[src/rtl/core/failed_attempt_limiter_unit_assert.svh]
// Assertion macros for the failed-attempt limiter.
`ifndef FAILED_ATTEMPT_LIMITER_UNIT_ASSERT_SVH
`define FAILED_ATTEMPT_LIMITER_UNIT_ASSERT_SVH

// Same-cycle implication, sampled on clk, off during rst.
`define FAL_ASSERT_NOW(lbl, ante, cons) \
  lbl: assert property (@(posedge clk) disable iff (rst) (ante) |-> (cons)) \
    else $error("failed_attempt_limiter: assertion failed");

// Next-cycle implication, sampled on clk, off during rst.
`define FAL_ASSERT_NEXT(lbl, ante, cons) \
  lbl: assert property (@(posedge clk) disable iff (rst) (ante) |=> (cons)) \
    else $error("failed_attempt_limiter: assertion failed");

`endif

[src/rtl/core/fal_pkg.sv]
// Shared types and constants of the failed-attempt limiter.
package fal_pkg;

  localparam int ENTRIES_DEF   = 64;
  localparam int KEY_BITS_DEF  = 64;
  localparam int TIME_BITS_DEF = 48;

  localparam int CFG_IDX_W = 2;
  localparam int CFG_W     = 24;
  localparam int CNT_W     = 8;
  localparam int LEN_W     = 24;

  localparam logic [CNT_W-1:0] CNT_MAX = 8'hFF;

  localparam logic [7:0]       THR_RST    = 8'd5;
  localparam logic [CFG_W-1:0] WINDOW_RST = 24'd300000;
  localparam logic [CFG_W-1:0] INIT_RST   = 24'd30000;
  localparam logic [CFG_W-1:0] CAP_RST    = 24'd900000;

  typedef enum logic [1:0] {
    ACT_CHECK     = 2'd0,
    ACT_FAIL      = 2'd1,
    ACT_CLEAR_KEY = 2'd2,
    ACT_CLEAR_ALL = 2'd3
  } action_t;

  typedef enum logic [CFG_IDX_W-1:0] {
    CFG_THRESHOLD = 2'd0,
    CFG_WINDOW    = 2'd1,
    CFG_INIT      = 2'd2,
    CFG_CAP       = 2'd3
  } cfg_reg_t;

  typedef enum logic {
    ALU_ADD = 1'b0,
    ALU_SUB = 1'b1
  } alu_op_t;

  typedef struct packed {
    logic [7:0]       threshold;
    logic [CFG_W-1:0] window;
    logic [CFG_W-1:0] init_len;
    logic [CFG_W-1:0] cap_len;
  } cfg_t;

endpackage

[src/rtl/core/fal_table.sv]
// Record memory: one write port, one registered read port.
module fal_table #(
  parameter int DEPTH = fal_pkg::ENTRIES_DEF,
  parameter int WIDTH = 8
) (
  input  logic                     clk,
  input  logic                     we,
  input  logic [$clog2(DEPTH)-1:0] waddr,
  input  logic [WIDTH-1:0]         wdata,
  input  logic [$clog2(DEPTH)-1:0] raddr,
  output logic [WIDTH-1:0]         rdata
);

  logic [WIDTH-1:0] mem [DEPTH];

  always_ff @(posedge clk) begin
    if (we) begin
      mem[waddr] <= wdata;
    end
    rdata <= mem[raddr];
  end

endmodule

[config.mk]
export PLATFORM = sky130hd
export DESIGN_NAME = fal_table
export DESIGN_NICKNAME = d
export VERILOG_FILES = /design/src/rtl/core/failed_attempt_limiter_unit_assert.svh /design/src/rtl/core/fal_pkg.sv /design/src/rtl/core/fal_table.sv
export SDC_FILE = /design/constraint.sdc
export NUM_CORES = 1
export LEC_CHECK = 0
export ABC_AREA = 1
export BUFFER_PORTS_ARGS = -buffer_cell sky130_fd_sc_hd__buf_2
export CELL_PAD_IN_SITES_DETAIL_PLACEMENT = 1
export CELL_PAD_IN_SITES_GLOBAL_PLACEMENT = 2
export CORE_MARGIN = 2
export CORE_UTILIZATION = 47
export CTS_CLUSTER_DIAMETER = 150
export DETAILED_ROUTE_END_ITERATION = 10
export PLACE_DENSITY_LB_ADDON = 0.1
export SLEW_MARGIN = 25
export SYNTH_ARGS = -nofsm -noshare
export SYNTH_HDL_FRONTEND = slang
export SYNTH_SLANG_ARGS = --single-unit
export TNS_END_PERCENT = 5
[constraint.sdc]
create_clock -name clk -period 3.8 [get_ports clk]
set_clock_uncertainty 0.1 [all_clocks]
set_input_delay 0.76 -clock clk [delete_from_list [all_inputs] [get_ports clk]]
set_output_delay 0.76 -clock clk [all_outputs]
set_load 0.01 [all_outputs]
# Word level (Yosys, flattened, before mapping)
# Memory sizes are Yosys's and may differ from the RTL's. A register that Yosys moved wholly into a read port is not among the register bits.
# Index checks and enable logic that the tools add are counted.
[classes] reduce_logical=0 eq_ne=0 addsub=0 n_shift=0 n_bitwise=0 n_mux=2 div=0 n_lt_le_gt_ge=0 multipliers=0
[ops] op="two-way mux 1 bit" n=2
[word_totals] latch_bits=0 mem_count=1 elab_cells=3 inputBits=22 out_inout_bits=8 romBits=0 regBits=0 ram_bits=512
[mem_list] memory="mem" depth=64 word_bits=8 rd=1 rd_ports_with_merged_regs=1 wr=1 line_no="fal_table.sv:14" source="logic [WIDTH-1:0] mem [DEPTH];"

# Depth between registers and ports, before layout
[depth] word_depth=2 mapped_depth=12

# Worst setup path before layout
# Ideal clock, no wire load.
[synth_timing] path_kind="input -> register" startpoint="input we" endpoint="memory mem[48][0], enable pin" path_slack_ns=1.174 path_buffers=1 t_arrival_ns=2.131 path_stages=3 path_cell_list="clkbuf_1 nand4_1 nor4_1"
[synth_between] elab_chain_len=2
[synth_rtl] item="start, declared" line_no="fal_table.sv:7" source="input logic we,"
[synth_rtl] item="two-way mux 1 bit" line_no="fal_table.sv:17" source="if (we) begin"
[synth_rtl] item="two-way mux 1 bit (not written as such)" line_no="fal_table.sv:18" source="mem[waddr] <= wdata;"
[synth_rtl] item="end, declared" line_no="fal_table.sv:14"
# No other way between the ends.

==> implementation parameters <==
Parameter                              Value

Run status
  Status ... complete, no violations

Setup path
  Worst reg2reg path endpoint ... rdata[6]$_DFF_P_
  Sort of element at the start of the critical path ... input pin
  Kind of end point of the critical path ... flip-flop
  Startpoint of the worst-slack reg-to-reg timing path ... mem[51][6]$_DFFE_PP_
  Setup CP Type ... in2reg
  R2r setup slk ... 2240 ps
  Signal arrival time at the worst endpoint ... 2710 ps
  Length in cells of the worst reg-to-reg path ... 8
  Required time of the worst setup path ... 4260 ps
  Highest net fanout along the worst path ... 188

Yosys
  Syn_area_per_cell ... 11.8 µm²
  Sequential fraction of the synthesis area ... 72.8%
  Yosys warning total ... 0
  Number of nets in the synthesized netlist ... 1827
  Post-Synthesis Cells ... 1805
  Cell types with the largest area share after synthesis ... edfxtp_1 (72%), nand2_1 (11%), nand3_1 (10%)
  Area of the mapped netlist ... 0.0213 mm²
  Most area-hungry cell type in the Yosys netlist ... edfxtp_1
  Synthesized flop and latch total ... 520
  Distinct cell type count after synthesis ... 16
  Post-synth top area share ... 72.0%

Timing
  Final hold violations ... 0
  Setup repair after global routing missed its margin ... false
  Crit path time final ... 2260 ps
  Transition time at the pin with the least slew margin ... 991 ps
  Setup-violating endpoint count in the final report ... 0
  Final cycle utilization of the critical path ... 59.4%
  Final-layout setup total negative slack ... 0 ps
  Highest clock rate ... 443 MHz
  Pins over their slew limit ... 0
  Worst slew margin ... 33.9%

Route
  Final routed wire length divided by cell count ... 24.7 µm
  Number of remaining DRC errors ... 0
  Detailed router's first-iteration violation count ... 1119
  Antenna-violating nets left ... 0
  Number of detailed-routing iterations run before antenna repair ... 4
  Vias after detailed routing ... 14.1k
  Average vias per placed instance ... 5.60
  Post-detailed-routing wire length ... 62200 µm

Clocking
  Clock tree from TritonCTS ... built
  Number of setup buffers added after CTS ... 0
  Clock Pin Slew Worst Setup and Hold Paths ... 70 ps
  Hold bufs inserted after CTS ... 0
  Maximum count of clock buffers along a single path ... 3
  Number of cells upsized or downsized after cts ... 0
  H-Tree Depth ... 2
  Buffer type at the clock tree root ... clkbuf_16
  # clock sinks ... 520
  TritonCTS buffer count ... 54
  Clk Latency, worst-skew pair ... 610 ps

Placed design
  DPL Wire Length ... 37200 µm
  Post-placement cell count ... 2416
  Global placer's final weighted congestion ... 0.830
  Quantity of I/O buffers inserted on ports ... 29

Min path
  Hold Path Sink ... rdata[0]$_DFF_P_
  Hold Path Stages ... 3
  Type of the most critical hold path ... in2reg
  Launch point of the worst hold path ... raddr[5]

Pwr
  Cell internal pwr ... 9.56 mW
  Part of the total power dissipated in the clock network ... 42.0%
  Total power per unit cell area ... 514 mW/mm²
  Worst IR drop on VDD ... 0.431 mV
  Power spent charging and discharging nets ... 2.79 mW
  Sequential share of power ... 51.6%
  Net Sw Frac ... 22.6%
  Combinational group share of total power ... 6.4%
  Leakage ... 8.76 nW

Global route
  Antenna violations before repair ... 1
  Total global-route track usage ... 26.9%
  Total overflow reported by the global router ... 0
  Wire length of the first global-routing pass ... 93200 µm
  Pin count of the biggest net entering global routing ... 189
  Number of global-route vias before repair ... 14.4k

Layout
  Final layout net count ... 1894
  Non-filler instance count after layout ... 2517
  Share of cells above drive strength 1 ... 10.5%
  Synth-to-Final Area Change ... 12.5%

Die
  Total core area ... 0.0451 mm²
  Die area ... 0.0471 mm²
  Std-Cell Rows ... 78
  Die outline height ... 217 µm
  Initial cell density of the core ... 47.3%
  Die width ... 217 µm
  Count of boundary I/O pins ... 30

Run
  Maximum capacitance violations ... 0
[power groups by stage]
stage | combinational (mW) | sequential, mW | clock, mW
after floorplan | 0.446 | 6.49 | 0
after global placement | 0.778 | 6.49 | 0
after detailed placement | 0.795 | 6.49 | 0
after CTS | 0.798 | 6.37 | 5.27
after global routing | 0.863 | 6.37 | 5.47
final | 0.789 | 6.37 | 5.19
[cells in the mapped netlist]
cell type  count
edfxtp_1     512
inv_1         10
inv_2          1
buf_1         10
buf_4         14
dfxtp_1        8
nand2_1      648
buf_8          2
inv_6          1
nor2_1        56
clkbuf_1      15
nor4_1         8
nand3_1      439
buf_6         35
nand4_1        9
buf_2         37
[cell families (layout without fill, tap and decap cells)]
group | Yosys count | in the layout | share of synthesized area, %
buf+inv | 125 | 236 | 4.02
flops | 520 | 520 | 72.8
simple gates | 1160 | 1160 | 23.2
other cells | 0 | 1 | 0
[stage by stage]
step	power (mW)	instance area, µm²	setup WS, ps	util (%)	hold slack (ps)
CTS	12.4	24000	1590	53.3	455
global route	12.7	24000	1430	53.3	477
floorplan	6.93	21300	1170	-	622
global placement	7.27	22300	981	49.4	700
detailed placement	7.29	22300	943	49.4	743
finish	12.3	24000	1540	53.3	488
[layer usage]
| layer | share of wire, % | vias up | track usage, % |
|---|---|---|---|
| met5 | 0 | - | 0 |
| met4 | 2.7 | 0 | 8.38 |
| met3 | 4.8 | 90 | 3.86 |
| met2 | 49 | 334 | 44.9 |
| met1 | 43 | 7188 | 36.5 |
| li1 | - | 6481 | - |
[state kept, by name, summed over array words and instances (netlist names)]
register and cells:
rdata 8, mem 512
[worst max-delay path by stage]
stage	slack (ps)	endpoint	depth (start not counted)	from
after floorplan	1170	mem[48][0]$_DFFE_PP_	3	we
after global placement	980	mem[61][2]$_DFFE_PP_	5	waddr[1]
after detailed placement	940	mem[61][2]$_DFFE_PP_	5	waddr[1]
after CTS	1590	mem[61][6]$_DFFE_PP_	5	waddr[1]
after global routing	1430	rdata[5]$_DFF_P_	10	raddr[0]
final	1540	rdata[6]$_DFF_P_	10	raddr[0]
[cell type report]
cell class	count	area, µm²
Sequential cell	520	15500
Multi-Input combinational cell	1160	4950
Tap cell	600	751
Clock inverter	27	195
Clock buffer	73	1540
Antenna cell	1	2.50
Fill cell	4746	21100
Inverter	12	55.1
Timing Repair Buffer	124	995
[worst max-delay path, stage by stage]
cell	delay, ps
clkbuf_8	130
buf_12	520
nand2_1	100
nand3_1	150
nand3_1	160
nand2_1	100
nand2_1	50
nand3_1	180
nand3_1	220
nand2_1	100
[cell usage in the layout (no fill, tap or decap)]
master	Yosys	routed
inv_2	1	1
clkinvlp_4	0	1
inv_4	0	1
nand3_1	439	439
bufinv_16	0	3
inv_8	0	1
nand4_1	9	9
clkinv_2	0	9
edfxtp_1	512	512
nor4_1	8	8
nand2_1	648	648
inv_1	10	9
nor2_1	56	56
buf_2	37	27
dfxtp_1	8	8
buf_12	0	10
buf_4	14	86
clkinv_1	0	14
clkbuf_8	0	6
clkbuf_16	0	57
clkbuf_1	15	11
diode_2	0	1
Power figures use the tool's default switching activity.
