<file path="src/rtl/core/failed_attempt_limiter_unit_assert.svh">
// Assertion macros for the failed-attempt limiter.
`ifndef FAILED_ATTEMPT_LIMITER_UNIT_ASSERT_SVH
`define FAILED_ATTEMPT_LIMITER_UNIT_ASSERT_SVH

// Same-cycle implication, sampled on clk, off during rst.
`define FAL_ASSERT_NOW(lbl, ante, cons) \
  lbl: assert property (@(posedge clk) disable iff (rst) (ante) |-> (cons)) \
    else $error("failed_attempt_limiter: assertion failed");

// Next-cycle implication, sampled on clk, off during rst.
`define FAL_ASSERT_NEXT(lbl, ante, cons) \
  lbl: assert property (@(posedge clk) disable iff (rst) (ante) |=> (cons)) \
    else $error("failed_attempt_limiter: assertion failed");

`endif

</file>
<file path="src/rtl/core/fal_pkg.sv">
// Shared types and constants of the failed-attempt limiter.
package fal_pkg;

  localparam int ENTRIES_DEF   = 64;
  localparam int KEY_BITS_DEF  = 64;
  localparam int TIME_BITS_DEF = 48;

  localparam int CFG_IDX_W = 2;
  localparam int CFG_W     = 24;
  localparam int CNT_W     = 8;
  localparam int LEN_W     = 24;

  localparam logic [CNT_W-1:0] CNT_MAX = 8'hFF;

  localparam logic [7:0]       THR_RST    = 8'd5;
  localparam logic [CFG_W-1:0] WINDOW_RST = 24'd300000;
  localparam logic [CFG_W-1:0] INIT_RST   = 24'd30000;
  localparam logic [CFG_W-1:0] CAP_RST    = 24'd900000;

  typedef enum logic [1:0] {
    ACT_CHECK     = 2'd0,
    ACT_FAIL      = 2'd1,
    ACT_CLEAR_KEY = 2'd2,
    ACT_CLEAR_ALL = 2'd3
  } action_t;

  typedef enum logic [CFG_IDX_W-1:0] {
    CFG_THRESHOLD = 2'd0,
    CFG_WINDOW    = 2'd1,
    CFG_INIT      = 2'd2,
    CFG_CAP       = 2'd3
  } cfg_reg_t;

  typedef enum logic {
    ALU_ADD = 1'b0,
    ALU_SUB = 1'b1
  } alu_op_t;

  typedef struct packed {
    logic [7:0]       threshold;
    logic [CFG_W-1:0] window;
    logic [CFG_W-1:0] init_len;
    logic [CFG_W-1:0] cap_len;
  } cfg_t;

endpackage

</file>
<file path="src/rtl/core/fal_seq.sv">
// Sequencer: table scan, allocation, failure update and reply.
module fal_seq #(
  parameter int ENTRIES   = fal_pkg::ENTRIES_DEF,
  parameter int KEY_BITS  = fal_pkg::KEY_BITS_DEF,
  parameter int TIME_BITS = fal_pkg::TIME_BITS_DEF,
  parameter int AW        = $clog2(ENTRIES),
  parameter int REC_W     = 1 + KEY_BITS + fal_pkg::CNT_W + 2 * TIME_BITS + fal_pkg::LEN_W
) (
  input  logic                         clk,
  input  logic                         rst,
  input  fal_pkg::cfg_t                cfg,
  input  logic                         req_valid,
  output logic                         req_stall,
  input  logic [1:0]                   action,
  input  logic [63:0]                  key_tag,
  input  logic [47:0]                  now_ms,
  output logic                         rsp_valid,
  input  logic                         rsp_stall,
  output logic                         blocked,
  output logic                         table_full,
  output logic [fal_pkg::CNT_W-1:0]    fail_count,
  output logic                         mem_we,
  output logic [AW-1:0]                mem_waddr,
  output logic [REC_W-1:0]             mem_wdata,
  output logic [AW-1:0]                mem_raddr,
  input  logic [REC_W-1:0]             mem_rdata,
  output fal_pkg::alu_op_t             alu_op,
  output logic [TIME_BITS-1:0]         alu_a,
  output logic [TIME_BITS-1:0]         alu_b,
  input  logic [TIME_BITS-1:0]         alu_res,
  input  logic                         alu_carry
);

  localparam int CW = fal_pkg::CNT_W;
  localparam int LW = fal_pkg::LEN_W;
  localparam int TB = TIME_BITS;
  localparam int KB = KEY_BITS;
  localparam int OFS_END   = LW;
  localparam int OFS_FIRST = LW + TB;
  localparam int OFS_CNT   = LW + 2 * TB;
  localparam int OFS_KEY   = LW + 2 * TB + CW;
  localparam int OFS_USED  = LW + 2 * TB + CW + KB;
  localparam logic [AW-1:0] LAST_IDX = AW'(ENTRIES - 1);

  typedef enum logic [11:0] {
    S_CLEAR = 12'b0000_0000_0001,
    S_IDLE  = 12'b0000_0000_0010,
    S_SCAN  = 12'b0000_0000_0100,
    S_ELAP  = 12'b0000_0000_1000,
    S_WIN   = 12'b0000_0001_0000,
    S_CAP   = 12'b0000_0010_0000,
    S_LEN   = 12'b0000_0100_0000,
    S_BEND  = 12'b0000_1000_0000,
    S_REM1  = 12'b0001_0000_0000,
    S_REM2  = 12'b0010_0000_0000,
    S_WRITE = 12'b0100_0000_0000,
    S_REPLY = 12'b1000_0000_0000
  } state_t;

  state_t          state;
  logic [AW-1:0]   rd_idx;
  logic [AW-1:0]   chk_idx;
  logic            chk_vld;
  logic            free_found;
  logic [AW-1:0]   free_idx;
  logic            clr_reply;

  fal_pkg::action_t act;
  logic [KB-1:0]   key;
  logic [TB-1:0]   now;
  logic [AW-1:0]   slot;

  logic            w_used;
  logic [KB-1:0]   w_key;
  logic [CW-1:0]   w_cnt;
  logic [TB-1:0]   w_first;
  logic [TB-1:0]   w_end;
  logic [LW-1:0]   w_len;
  logic [LW:0]     b0;
  logic            rem_nz;
  logic            res_blocked;
  logic            res_full;
  logic [CW-1:0]   res_count;

  logic            rd_used;
  logic [KB-1:0]   rd_key;
  logic            hit;
  logic            cur_free;
  logic            free_any;
  logic            chk_last;
  logic            accept;
  logic            rsp_free;
  logic            restart;
  logic [LW:0]     b0_next;
  logic [LW-1:0]   bsel;
  logic            thr_met;
  state_t          slot_state;

  assign rd_used  = mem_rdata[OFS_USED];
  assign rd_key   = mem_rdata[OFS_KEY +: KB];
  assign hit      = chk_vld && rd_used && (rd_key == key);
  assign cur_free = chk_vld && !rd_used;
  assign free_any = free_found || cur_free;
  assign chk_last = chk_vld && (chk_idx == LAST_IDX);
  assign accept   = (state == S_IDLE) && req_valid;
  assign rsp_free = !rsp_valid || !rsp_stall;
  assign restart  = (w_cnt == '0) || alu_carry;
  assign b0_next  = (w_len != '0) ? {w_len, 1'b0} : {1'b0, cfg.init_len};
  assign bsel     = alu_carry ? cfg.cap_len : b0[LW-1:0];
  assign thr_met  = w_cnt >= cfg.threshold;
  assign req_stall = (state != S_IDLE);

  always_comb begin
    unique case (act)
      fal_pkg::ACT_FAIL:      slot_state = S_ELAP;
      fal_pkg::ACT_CLEAR_KEY: slot_state = S_WRITE;
      default:                slot_state = S_REM1;
    endcase
  end

  always_comb begin
    alu_op = fal_pkg::ALU_SUB;
    alu_a  = now;
    alu_b  = w_first;
    unique case (state)
      S_WIN: begin
        alu_a = TB'(cfg.window);
        alu_b = alu_res;
      end
      S_CAP: begin
        alu_a = TB'(cfg.cap_len);
        alu_b = TB'(b0_next);
      end
      S_LEN: begin
        alu_op = fal_pkg::ALU_ADD;
        alu_b  = TB'(bsel);
      end
      S_REM1: begin
        alu_a = w_end;
        alu_b = now;
      end
      S_REM2: begin
        alu_a = TB'(w_len);
        alu_b = alu_res;
      end
      default: begin
      end
    endcase
  end

  assign mem_raddr = rd_idx;
  assign mem_we    = (state == S_CLEAR) || (state == S_WRITE);
  assign mem_waddr = (state == S_CLEAR) ? rd_idx : slot;
  assign mem_wdata = ((state == S_CLEAR) || (act == fal_pkg::ACT_CLEAR_KEY)) ? '0 :
                     {w_used, w_key, w_cnt, w_first, w_end, w_len};

  always_ff @(posedge clk) begin
    if (rst) begin
      state      <= S_CLEAR;
      rd_idx     <= '0;
      chk_vld    <= 1'b0;
      free_found <= 1'b0;
      clr_reply  <= 1'b0;
      rsp_valid  <= 1'b0;
    end else begin
      if ((state == S_REPLY) && rsp_free) begin
        rsp_valid <= 1'b1;
      end else if (rsp_valid && !rsp_stall) begin
        rsp_valid <= 1'b0;
      end
      unique case (state)
        S_CLEAR: begin
          if (rd_idx == LAST_IDX) begin
            rd_idx <= '0;
            state  <= clr_reply ? S_REPLY : S_IDLE;
          end else begin
            rd_idx <= rd_idx + AW'(1);
          end
        end
        S_IDLE: begin
          if (req_valid) begin
            rd_idx     <= '0;
            chk_vld    <= 1'b0;
            free_found <= 1'b0;
            if (fal_pkg::action_t'(action) == fal_pkg::ACT_CLEAR_ALL) begin
              clr_reply <= 1'b1;
              state     <= S_CLEAR;
            end else begin
              state <= S_SCAN;
            end
          end
        end
        S_SCAN: begin
          chk_vld <= 1'b1;
          rd_idx  <= rd_idx + AW'(1);
          if (cur_free) begin
            free_found <= 1'b1;
          end
          if (hit) begin
            state <= slot_state;
          end else if (chk_last) begin
            state <= free_any ? slot_state : S_REPLY;
          end
        end
        S_ELAP:  state <= S_WIN;
        S_WIN:   state <= S_CAP;
        S_CAP:   state <= S_LEN;
        S_LEN:   state <= thr_met ? S_BEND : S_REM1;
        S_BEND:  state <= S_REM1;
        S_REM1:  state <= S_REM2;
        S_REM2:  state <= S_WRITE;
        S_WRITE: state <= S_REPLY;
        S_REPLY: begin
          if (rsp_free) begin
            clr_reply <= 1'b0;
            state     <= S_IDLE;
          end
        end
        default: state <= S_IDLE;
      endcase
    end
  end

  always_ff @(posedge clk) begin
    chk_idx <= rd_idx;
    if (accept) begin
      act         <= fal_pkg::action_t'(action);
      key         <= KB'(key_tag);
      now         <= TB'(now_ms);
      res_blocked <= 1'b0;
      res_full    <= 1'b0;
      res_count   <= '0;
    end
    if (state == S_SCAN) begin
      if (cur_free && !free_found) begin
        free_idx <= chk_idx;
      end
      if (hit) begin
        slot    <= chk_idx;
        w_used  <= rd_used;
        w_key   <= rd_key;
        w_cnt   <= mem_rdata[OFS_CNT +: CW];
        w_first <= mem_rdata[OFS_FIRST +: TB];
        w_end   <= mem_rdata[OFS_END +: TB];
        w_len   <= mem_rdata[LW-1:0];
      end else if (chk_last) begin
        slot    <= free_found ? free_idx : chk_idx;
        w_used  <= 1'b1;
        w_key   <= key;
        w_cnt   <= '0;
        w_first <= '0;
        w_end   <= '0;
        w_len   <= '0;
        res_full <= !free_any;
      end
    end
    if (state == S_CAP) begin
      b0 <= b0_next;
      if (restart) begin
        w_first <= now;
        w_cnt   <= CW'(1);
      end else if (w_cnt != fal_pkg::CNT_MAX) begin
        w_cnt <= w_cnt + CW'(1);
      end
    end
    if ((state == S_LEN) && thr_met) begin
      w_len <= bsel;
    end
    if (state == S_BEND) begin
      w_end <= alu_res;
    end
    if (state == S_REM2) begin
      rem_nz <= (alu_res != '0);
    end
    if (state == S_WRITE) begin
      res_blocked <= (act != fal_pkg::ACT_CLEAR_KEY) && rem_nz && !alu_carry;
      res_count   <= (act == fal_pkg::ACT_CLEAR_KEY) ? '0 : w_cnt;
    end
    if ((state == S_REPLY) && rsp_free) begin
      blocked    <= res_blocked;
      table_full <= res_full;
      fail_count <= res_count;
    end
  end

endmodule

</file>
<file path="config.mk">
export PLATFORM = sky130hd
export DESIGN_NAME = fal_seq
export DESIGN_NICKNAME = d
export VERILOG_FILES = /design/src/rtl/core/failed_attempt_limiter_unit_assert.svh /design/src/rtl/core/fal_pkg.sv /design/src/rtl/core/fal_seq.sv
export SDC_FILE = /design/constraint.sdc
export NUM_CORES = 1
export LEC_CHECK = 0
export BUFFER_PORTS_ARGS = -buffer_cell sky130_fd_sc_hd__buf_2
export CORE_AREA = 10 10 284 286
export DETAILED_ROUTE_END_ITERATION = 16
export DIE_AREA = 0 0 294 296
export HOLD_SLACK_MARGIN = 0.03
export SYNTH_ARGS = -nofsm -noshare
export SYNTH_HDL_FRONTEND = slang
export SYNTH_SLANG_ARGS = --single-unit
</file>
<file path="constraint.sdc">
create_clock -name clk -period 8 [get_ports clk]
set_clock_uncertainty 0.2 [all_clocks]
set_input_delay 1.2 -clock clk [delete_from_list [all_inputs] [get_ports clk]]
set_output_delay 1.2 -clock clk [all_outputs]
set_load 0.03 [all_outputs]
</file>
After elaboration in Yosys (flattened, before gate mapping)
Cells that the tools add are included.
Storage, ports and cells
  register bits after elaboration: 392
Cells by class
  eq/ne operators: 27
  reductions and logical operators: 45
  magnitude comparators: 1
  multiplexer cells: 66
  $add $sub $neg: 2
Operators by type and width (count)
  48-bit two-way mux: 9
  48-bit one-hot mux with 4 select lines: 2
  193-bit two-way mux: 1
  12-bit one-hot mux with 12 select lines: 1
  64-bit two-way mux: 2
  24-bit two-way mux: 5
  12-bit two-way mux: 7
  8-bit two-way mux: 9
  64-bit equality test: 1
  48-bit nonzero test: 1
  6-bit two-way mux: 6
  25-bit two-way mux: 1
  24-bit nonzero test: 1
  11-bit one-hot mux with 2 select lines: 1
  6-bit one-hot mux with 3 select lines: 1
  1-bit two-way mux: 16
  2-bit nonzero test: 7
  12-bit by 1-bit equality test with 1-bit output, second input constant: 1
  12-bit by 10-bit equality test with 1-bit output, second input constant: 1
  12-bit by 11-bit equality test with 1-bit output, second input constant: 1
  12-bit equality test, second input constant: 1
  12-bit by 2-bit equality test with 1-bit output, second input constant: 1
  12-bit by 3-bit equality test with 1-bit output, second input constant: 1
  12-bit by 4-bit equality test with 1-bit output, second input constant: 1
  28 further kinds: 63

Longest topological paths before layout
  depth after elaboration: 8
  mapped depth: 11
  mapped depth without buffers: 9

Least setup slack after synthesis
Ideal clock, no wire load.
  path type: input -> register
  start point: input port mem_rdata[181]
  end point: register w_end[0], enable pin
  required time: 7.416 ns
  arrival time: 5.214 ns
  cell stages on the path: 8
  slack: 2.201 ns
  cells stage by stage: xor2_1 -> or4_1 -> or4_1 -> or3_4 -> nor2_4 -> o21ai_0 -> inv_1 -> or2_2
On the way
  word-level cells in the longest chain between the ends: 4
RTL lines
  from (decl): RTL line fal_seq.sv:26  | input logic [REC_W-1:0] mem_rdata,
  64-bit equality test: RTL line fal_seq.sv:101  | assign hit = chk_vld && rd_used && (rd_key == key);
  1-bit logical AND: RTL line fal_seq.sv:101
  3-bit nonzero test (no line)
  2-bit AND reduction (no line)
  to (signal assigned): RTL line fal_seq.sv:244  | w_end <= mem_rdata[OFS_END +: TB];
  to (signal assigned): RTL line fal_seq.sv:270  | w_end <= alu_res;
  to (decl): RTL line fal_seq.sv:77  | logic [TB-1:0] w_end;
No other way between the ends.
A chain may end at the register's enable or synchronous reset.

Final worst setup path
  start point: register state[1]
  end point: output port alu_a[0]
On the way
  word-level cells in the longest chain between the ends: 2
  elaborated cells between the ends (all ways): 5
  classes of those cells: 4 x eq/ne; 1 x mux
RTL lines
  from (decl): RTL line fal_seq.sv:60  | state_t state;
  from (signal assigned): RTL line fal_seq.sv:175  | state <= clr_reply ? S_REPLY : S_IDLE;
  from (signal assigned): RTL line fal_seq.sv:200  | state <= slot_state;
  from (signal assigned): RTL line fal_seq.sv:202  | state <= free_any ? slot_state : S_REPLY;
  12-bit by 10-bit equality test with 1-bit output, or another cell as far along: RTL line fal_seq.sv:125  | unique case (state)
  48-bit one-hot mux with 4 select lines (*): RTL line fal_seq.sv:125
  to (decl): RTL line fal_seq.sv:28  | output logic [TIME_BITS-1:0] alu_a,
Mark *: on every way between the ends. The rest lies on a longest branch, timed or not.

==> impl_summary.log <==
INFO  metric p_sw_share = 35.6%
INFO  metric cts_tree = built
INFO  metric rr_worst_depth = 9
INFO  metric chipWidth = between 200 and 300 microns
INFO  metric clock_latency = 0.61 ns
INFO  metric route.detailed.vias_per_inst = 5.17
INFO  metric synth_edf_count = roughly 310
INFO  metric min_period = 6.22 ns
INFO  metric vdd.ir_drop.worst = around 220 uV
INFO  metric rows = around 100
INFO  metric postLayoutCoreUtil = between 30% and 40%
INFO  metric critical_path_class = reg -> out
INFO  metric number_of_instances_in_the_synthesized_netlist = between 1,500 and 2,000
INFO  metric final_layout_size_suffix_gt1_share = a little over a third
INFO  metric cp.buffers_inverters = 3
INFO  metric place_congestion = approximately 0.94
INFO  metric timing.critical_path.cells = or4_1, nor4_2, nand2b_1, nor3b_2, buf_4, or3_1, buf_4, nor2_1, a31oi_1, buf_2
INFO  metric net_sw_power = 2.19 mW
INFO  metric hold_start = res_count[4]
INFO  metric core-area = 0.0752 sq mm
INFO  metric routedWlPerCell = roughly 28 microns
INFO  metric cp_max_fo = 54
INFO  metric worstHoldPathCells = 0
INFO  metric grt_first_pass_wirelength = ~130,000 microns
INFO  metric r2r-start = key[54]
INFO  metric synth.top_cells.by_area = sky130_fd_sc_hd__edfxtp_1, sky130_fd_sc_hd__dfxtp_1, sky130_fd_sc_hd__and2_1, sky130_fd_sc_hd__nand2_1, sky130_fd_sc_hd__clkbuf_1
INFO  metric max-clock-path-buffers = 3
INFO  metric period_share = 77.7%
INFO  metric power_report.internal_total = roughly 4 mW
INFO  metric postSynth.topFlopCell = sky130_fd_sc_hd__edfxtp_1
INFO  metric synth_nets = 2,289
INFO  metric synth_async_sr_flop_share = 0%
INFO  metric first_global_vias = between 15,000 and 20,000
INFO  metric grtUsageTotal = 21.2%
INFO  metric post_cts.repair.setup_buffers = 0
INFO  metric maxCapViolations = 0
INFO  metric routed_via_count = approximately 18,000
INFO  metric route.detailed.drc = 0
INFO  metric simple_gate_portion_of_the_synthesized_area = about 20%
INFO  metric die_y = 296 microns
INFO  metric synthMostInstantiatedCell = sky130_fd_sc_hd__edfxtp_1
INFO  metric critPathLaunchType = flip-flop
INFO  metric power.share.combinational = between 20 and 30%
INFO  metric synth_compound_area_share = between 10% and 20%
INFO  metric buffer_ports.inserted = ~750
INFO  metric setup_viol_count_final = 0
INFO  metric slew_violations = 0
INFO  metric clkTransAtPathRegs = roughly 0.060 ns
INFO  metric slew_headroom = a little under a tenth
INFO  metric critical_path.endpoint_type = output pin
INFO  metric setup-tns-final = 0 ns
INFO  metric post_synth_xor_area_fraction = between 2 and 3%
INFO  metric grt_setup_unrepaired = no
INFO  metric hold_viol = 0
INFO  metric worstSetupPathDepth = 10
INFO  metric drt_pass_1_iters = 9
INFO  metric synth.area.mux_share = 2.15%
INFO  metric global_route.overflow_total = 0
INFO  metric slowest_stage = sky130_fd_sc_hd__or3_1
INFO  metric status = complete, no violations
INFO  metric pwr_density_cell = 238 mW/mm^2
INFO  metric post_route_antenna_net_violation_count = 0
INFO  metric synthesized_area = 0.0197 sq mm
INFO  metric cp.arrival = approximately 4.8 ns
INFO  metric ys_warn_count = 0
INFO  metric initial_core_util = roughly a quarter
INFO  metric grt_start_max_net_pins = roughly 100
INFO  metric dieArea = 0.0870 sq mm
INFO  metric critical_path.top_delay_family = simple AND/OR/NAND/NOR gates
INFO  metric post_synthesis_mean_instance_area = approximately 11 sq um
INFO  metric cts.root.buffer_cell = sky130_fd_sc_hd__clkbuf_16
INFO  metric worst_setup_path_startpoint = state[1]
INFO  metric yosys.cell_types.count = between 60 and 70
INFO  metric crit_path_frequent_cell = sky130_fd_sc_hd__buf_4
INFO  metric cts_hold_buffers = 0
INFO  metric synth.largest_area_cell = sky130_fd_sc_hd__edfxtp_1
INFO  metric synth_top_family_by_area = simple AND/OR/NAND/NOR gates
INFO  metric numCtsBuffers = 45
INFO  metric syn_to_final_growth = 31.2%
INFO  metric cellLeakagePower = roughly 11 nW
INFO  metric register_bit_count_reported_by_yosys = around 400
INFO  metric power_frac_clock = between 30 and 40%
INFO  metric synth-seq-area-share = between 50% and 60%
INFO  metric p_seq_share = between 30% and 40%
INFO  metric detailedPlacementHpwl = between 70,000 and 80,000 microns
INFO  metric clock-sinks = slightly below 400
INFO  metric antenna_found_initial = 26
INFO  metric cts-resized-gates = 0
INFO  metric hp-class = reg -> reg
INFO  metric crit_path_max_incr_delay = ~0.8 ns
INFO  metric pin_count = 755
INFO  metric drt_iter0_drc = 1,822
INFO  metric max_clock_freq = 0.161 GHz
INFO  metric synth_top_area_share = a little under half
INFO  metric max_slew.worst_pin.slew = 1.36 ns
INFO  metric final_nets = between 2,000 and 3,000
INFO  metric htree_num_levels = 2
INFO  metric route.final.wire_length = just under 100,000 microns
INFO  metric timing.critical_path.required = ~6.6 ns
INFO  metric synth.cells.most_frequent = sky130_fd_sc_hd__edfxtp_1, sky130_fd_sc_hd__and2_1, sky130_fd_sc_hd__nand2_1
INFO  metric synth_fa_ha_area_share = less than 1%
## kinds of logic after synthesis
kind of cell,count (synthesis)
AO/OA/AOI/OAI,367
XOR/XNOR,58
adder cells (fa/ha/maj),14
buffers and inverters,247
flip-flops,392
multiplexers,38
other,1
AND/OR/NAND/NOR,718
## cell usage in the layout (no fill, tap or decap), types with 45 or more instances in the layout
master | netlist | layout
sky130_fd_sc_hd__o21ai_0 | 66 | 66
sky130_fd_sc_hd__a31oi_1 | 50 | 50
sky130_fd_sc_hd__nand2_1 | 168 | 168
sky130_fd_sc_hd__a222oi_1 | 48 | 48
sky130_fd_sc_hd__and2_1 | 243 | 243
sky130_fd_sc_hd__clkbuf_16 | 0 | 45
sky130_fd_sc_hd__a221o_1 | 49 | 49
sky130_fd_sc_hd__inv_1 | 59 | 57
sky130_fd_sc_hd__edfxtp_1 | 307 | 307
sky130_fd_sc_hd__a22oi_1 | 50 | 49
sky130_fd_sc_hd__nor2_1 | 85 | 84
sky130_fd_sc_hd__buf_2 | 22 | 754
sky130_fd_sc_hd__dfxtp_1 | 85 | 85
## worst paths after layout
kind              slack, ns            end
setup / recovery       1.78       alu_a[0]
hold / removal         0.22  fail_count[4]
setup reg to reg       3.04       w_end[3]
hold reg to reg        0.22  fail_count[4]
## registers in the layout, indices dropped and copies added (netlist names), 2 cells and up
name,count
mem_raddr,6
state,12
act,2
w_key,64
slot,6
fail_count,8
chk_idx,6
w_first,48
now,48
w_len,24
w_cnt,8
key,64
b0,24
res_count,8
w_end,48
free_idx,6
## power by group through the flow
stage | Combinational (mW) | Sequential, mW | Clock [mW]
4_1_cts | 1.73 | 2.31 | 2.16
3_5_place_dp | 1.73 | 2.35 | 0
5_1_grt | 1.82 | 2.32 | 2.24
6_report | 1.72 | 2.31 | 2.11
3_3_place_gp | 1.73 | 2.35 | 0
2_1_floorplan | 1.09 | 2.34 | 0
## stage by stage
stage                     cell area, sq um  worst slack [ns]  instances  hold WS, ns  total power [mW]
after floorplan                      19700              2.20       1835        0.200              3.43
after global placement               24300              2.17       3414        0.201              4.09
after detailed placement             24300              2.13       3414        0.206              4.08
after CTS                            25800              1.72       3498        0.220              6.20
after global routing                 25800              1.34       3508        0.226              6.38
final                                25800              1.78       3514        0.219              6.14
## final cells by class
type / instances / area (sq um)
Antenna cell: 16 / 40.0
Clock buffer: 62 / 1230
Clock inverter: 22 / 255
Fill cell: 7697 / 49400
Inverter: 60 / 231
Multi-Input combinational cell: 1196 / 7860
Sequential cell: 392 / 10900
Tap cell: 978 / 1220
Timing Repair Buffer: 788 / 4040
## per-layer routing
| metal | routed length [microns] | vias to the layer above | GRT usage, % | part of all wire, % |
|---|---|---|---|---|
| li1 | - | 8061 | - | - |
| met1 | 34900 | 8676 | 24.0 | 36 |
| met2 | 46200 | 1181 | 35.5 | 47 |
| met3 | 10100 | 228 | 6.02 | 10 |
| met4 | 6110 | 14 | 11.8 | 6.3 |
| met5 | 92 | - | 0 | 0.094 |
No activity file was read; power rests on OpenSTA's default activity.
